<file path="src/sv/spectral_peak_pitch_shifter_defines.svh">
// ----------------------------------------------------------------------------
// spectral_peak_pitch_shifter_defines.svh
// Assertion macros shared by the pitch shifter RTL.
// ----------------------------------------------------------------------------
`ifndef SPECTRAL_PEAK_PITCH_SHIFTER_DEFINES_SVH
`define SPECTRAL_PEAK_PITCH_SHIFTER_DEFINES_SVH

// Check a consequence in the same cycle as its antecedent.
`define SPP_ASSERT_NOW(lbl, ante, cons, msg) \
  lbl: assert property (@(posedge clk) disable iff (!rst_n) (ante) |-> (cons)) \
    else $error(msg);

// Check a consequence in the cycle after its antecedent.
`define SPP_ASSERT_NEXT(lbl, ante, cons, msg) \
  lbl: assert property (@(posedge clk) disable iff (!rst_n) (ante) |=> (cons)) \
    else $error(msg);

`endif

</file>
<file path="src/sv/spp_ram.sv">
// ----------------------------------------------------------------------------
// spp_ram
// Simple dual-port RAM: one write port, one read port with registered data.
// ----------------------------------------------------------------------------
`default_nettype none

module spp_ram #(
  parameter int W = 16,
  parameter int D = 16,
  localparam int AW = (D > 1) ? $clog2(D) : 1
) (
  input  logic          clk,
  input  logic          we,
  input  logic [AW-1:0] waddr,
  input  logic [W-1:0]  wdata,
  input  logic          re,
  input  logic [AW-1:0] raddr,
  output logic [W-1:0]  rdata
);

  logic [W-1:0] mem_r [D];
  logic [W-1:0] rdata_r;

  // write, then registered read that holds when idle
  always_ff @(posedge clk) begin
    if (we) begin
      mem_r[waddr] <= wdata;
    end
    if (re) begin
      rdata_r <= mem_r[raddr];
    end
  end

  assign rdata = rdata_r;

endmodule

`default_nettype wire

</file>
<file path="config.mk">
export PLATFORM = sky130hd
export DESIGN_NAME = spp_ram
export DESIGN_NICKNAME = d
export VERILOG_FILES = /design/src/sv/spectral_peak_pitch_shifter_defines.svh /design/src/sv/spp_ram.sv
export SDC_FILE = /design/constraint.sdc
export NUM_CORES = 1
export LEC_CHECK = 0
export ABC_AREA = 0
export BUFFER_PORTS_ARGS = -buffer_cell sky130_fd_sc_hd__buf_2
export CORE_UTILIZATION = 40
export CTS_CLUSTER_DIAMETER = 100
export CTS_CLUSTER_SIZE = 28
export DETAILED_ROUTE_END_ITERATION = 6
export GPL_TIMING_DRIVEN = 0
export SYNTH_ARGS = -nofsm -noshare
export SYNTH_HDL_FRONTEND = slang
export SYNTH_SLANG_ARGS = --single-unit
</file>
<file path="constraint.sdc">
create_clock -name clk -period 7.2 [get_ports clk]
set_input_delay 1.08 -clock clk [delete_from_list [all_inputs] [get_ports clk]]
set_output_delay 1.08 -clock clk [all_outputs]
set_load 0.005 [all_outputs]
</file>
==> reports/summary.txt <==
status - finished, final reports clean
Max Slew Vio Count - 0
synthesized cell area - 0.01020 mm^2
vias per inst - 5.530
Layout Nets - 533
first-pass detailed-route iteration total - 5
routability cong. - 0.6775
Synth top area share - 80.05%
pin slew with the least headroom to its limit - 0.9136 ns
die area - 0.02615 mm^2
sequential area share after synthesis - 80.05%
Sw Pwr - 0.0005505 W
register area - 0.008168 mm^2
Die W - 161.7 um
# Max-Cap Violations - 0
clk slew on worst S/H paths - 0.10 ns
share of cells above drive strength 1 - 30.63%
CP startpoint - raddr[1]
post-route ant nets - 0
crit path kind - in -> reg
pre-CTS WS - 4.116 ns
syn_area_per_cell - 23.62 um^2
total CTS buffers - 13
cell area power density - 243.0 mW/mm^2
Routed Wire Length - 20.95 mm
postcts setup bufs - 0
Initial Util - 40.64%
Min-Delay Path Depth - 3
DR iter-0 viols - 407
Total Power - 0.002800 W
#FFs+latches synth - 272
utilization after layout - 45.89%
filler cell count - 2,125
CP Capture Type - flop
Global Route Usage Sum - 16.58%
Die Height - 161.7 um
setup TNS - 0 ns
most common cell in the netlist - edfxtp_1
Worst Hold Class - reg -> reg
Synth cell types - 18
ys async rst share - 0%
number of global-route vias before repair - 4,694
prevailing post-synth register cell - edfxtp_1
Switching Fraction - 19.66%
post-cts resize count - 0
Peak supply drop - 0.0002065 V
Clock Latency Late Sink - 0.48 ns
FMAX - 388.4 MHz
clk root buf - clkbuf_16
final hold violation count - 0
standard-cell row count - 58
Multi-input gate area - 0.001962 mm^2
# IOs - 43
LEAKAGE - 3.637 nW
CP Data Required Time - 7.44 ns
largest net degree at the start of global routing - 29
final period utilization - 35.76%
vias post-DR - 4,623
EDFF count, synth - 272
detailed-route DRC error count - 0
Net Count, Synth - 459
CP arrival - 2.81 ns
RSZ-0062 raised after global routing - false
startpoint class of the critical path - primary input
# clock sinks - 272
cell taking the most area after synthesis - edfxtp_1
Clock Skew - 0.01008 ns
area grow syn2layout - 12.92%
HP Start - mem_r[7][8]$_DFFE_PP_
CTS tree - built
DR WL/cell - 25.06 um
Final setup viols - 0
critical-path maximum fanout - 10
Comb power frac - 5.8%
cell count after synthesis - 432
synth warn - 0
part of the power in registers - 63.9%
path depth of the worst reg2reg path - 3
port buffer count - 40
DP Wirelength - 13.88 mm
Bufs on Longest Clock Path - 3
Internal - 0.002249 W
n_diodes - 0
Critical R2R Launch - mem_r[3][13]$_DFFE_PP_
H-tree levels - 1
clock share of power - 30.3%
first-pass GRT wire length - 30.88 mm
worst rel slew slack - 39.09%
hold buffers post-CTS - 0
Congestion Overflow GR - 0
antenna violations before repair - 0
top cells by area, synth - edfxtp_1 80%, mux4_2 12%, mux4_1 2.6%
fin crit period - 2.575 ns
most frequent cells after synthesis - 272 x edfxtp_1, 54 x mux4_2, 32 x a22oi_1
core area - 0.02511 mm^2
Setup WS post-layout - 4.625 ns
-- per-layer routing --
metal	GRT usage [%]	share of wire, %	vias up
met1	24.28	45	2484
li1	-	-	1983
met4	3.345	1.3	0
met5	0	0	-
met3	1.839	4.5	18
met2	27.17	49	138
-- critical path, stage by stage --
cell and delay, ns:
buf_2 0.23, buf_1 0.72, mux4_2 0.43, a22oi_1 0.25, nand2_1 0.10
-- path summary, 6_finish.rpt --
path,slack [ns],end
setup reg to reg,5.73,rdata[13]$_DFFE_PP_
hold reg to reg,0.75,rdata[8]$_DFFE_PP_
hold / removal,0.75,rdata[8]$_DFFE_PP_
setup / recovery,4.63,rdata[9]$_DFFE_PP_
-- sequential cells by signal (all words and copies together), names as in the netlist --
name   count
rdata     16
mem_r    256
-- cell type report --
type,instances,share of cell area (%)
Sequential cell,272,70.89
Multi-Input combinational cell,139,17.03
Timing Repair Buffer,59,4.083
Tap cell,330,3.583
Clock buffer,13,2.823
Buffer,21,1.075
Clock inverter,2,0.5212
-- stage by stage --
stage	hold slack (ns)	cell area (um^2)	cells
after floorplan	0.7103	10200	432
after global placement	0.7307	10820	802
after detailed placement	0.7325	11140	821
after CTS	0.7559	11520	836
after global routing	0.7932	11520	836
final	0.7512	11520	836
-- power by group through the flow --
stage / clock network (W) / registers, W / logic (W)
after global placement: 0 / 0.00182 / 0.000154
after detailed placement: 0 / 0.00183 / 0.000166
after floorplan: 0 / 0.00182 / 0.0000865
final: 0.000849 / 0.00179 / 0.000162
after CTS: 0.000868 / 0.00179 / 0.000166
after global routing: 0.000913 / 0.00179 / 0.000176
-- cell families after synthesis --
logic type	after synthesis	synth area share, %
compound gates	32	2.354
buf+inv	21	1.214
flops	272	80.05
simple gates	43	1.888
mux	64	14.49
-- placed cells by master, fill, tap and decap left out --
cell type	count
nand2b_1	2
nor2_2	12
nand3b_1	2
and2_1	1
mux4_1	10
or3b_2	1
buf_8	15
bufinv_16	2
mux4_2	54
buf_4	3
nand2_1	17
nor2_1	1
nor2b_1	2
buf_1	3
edfxtp_1	272
nand3_1	1
buf_2	43
nor3_2	4
clkbuf_16	13
clkbuf_1	8
buf_6	8
a22oi_1	32
(Power assumes the default switching activity.)
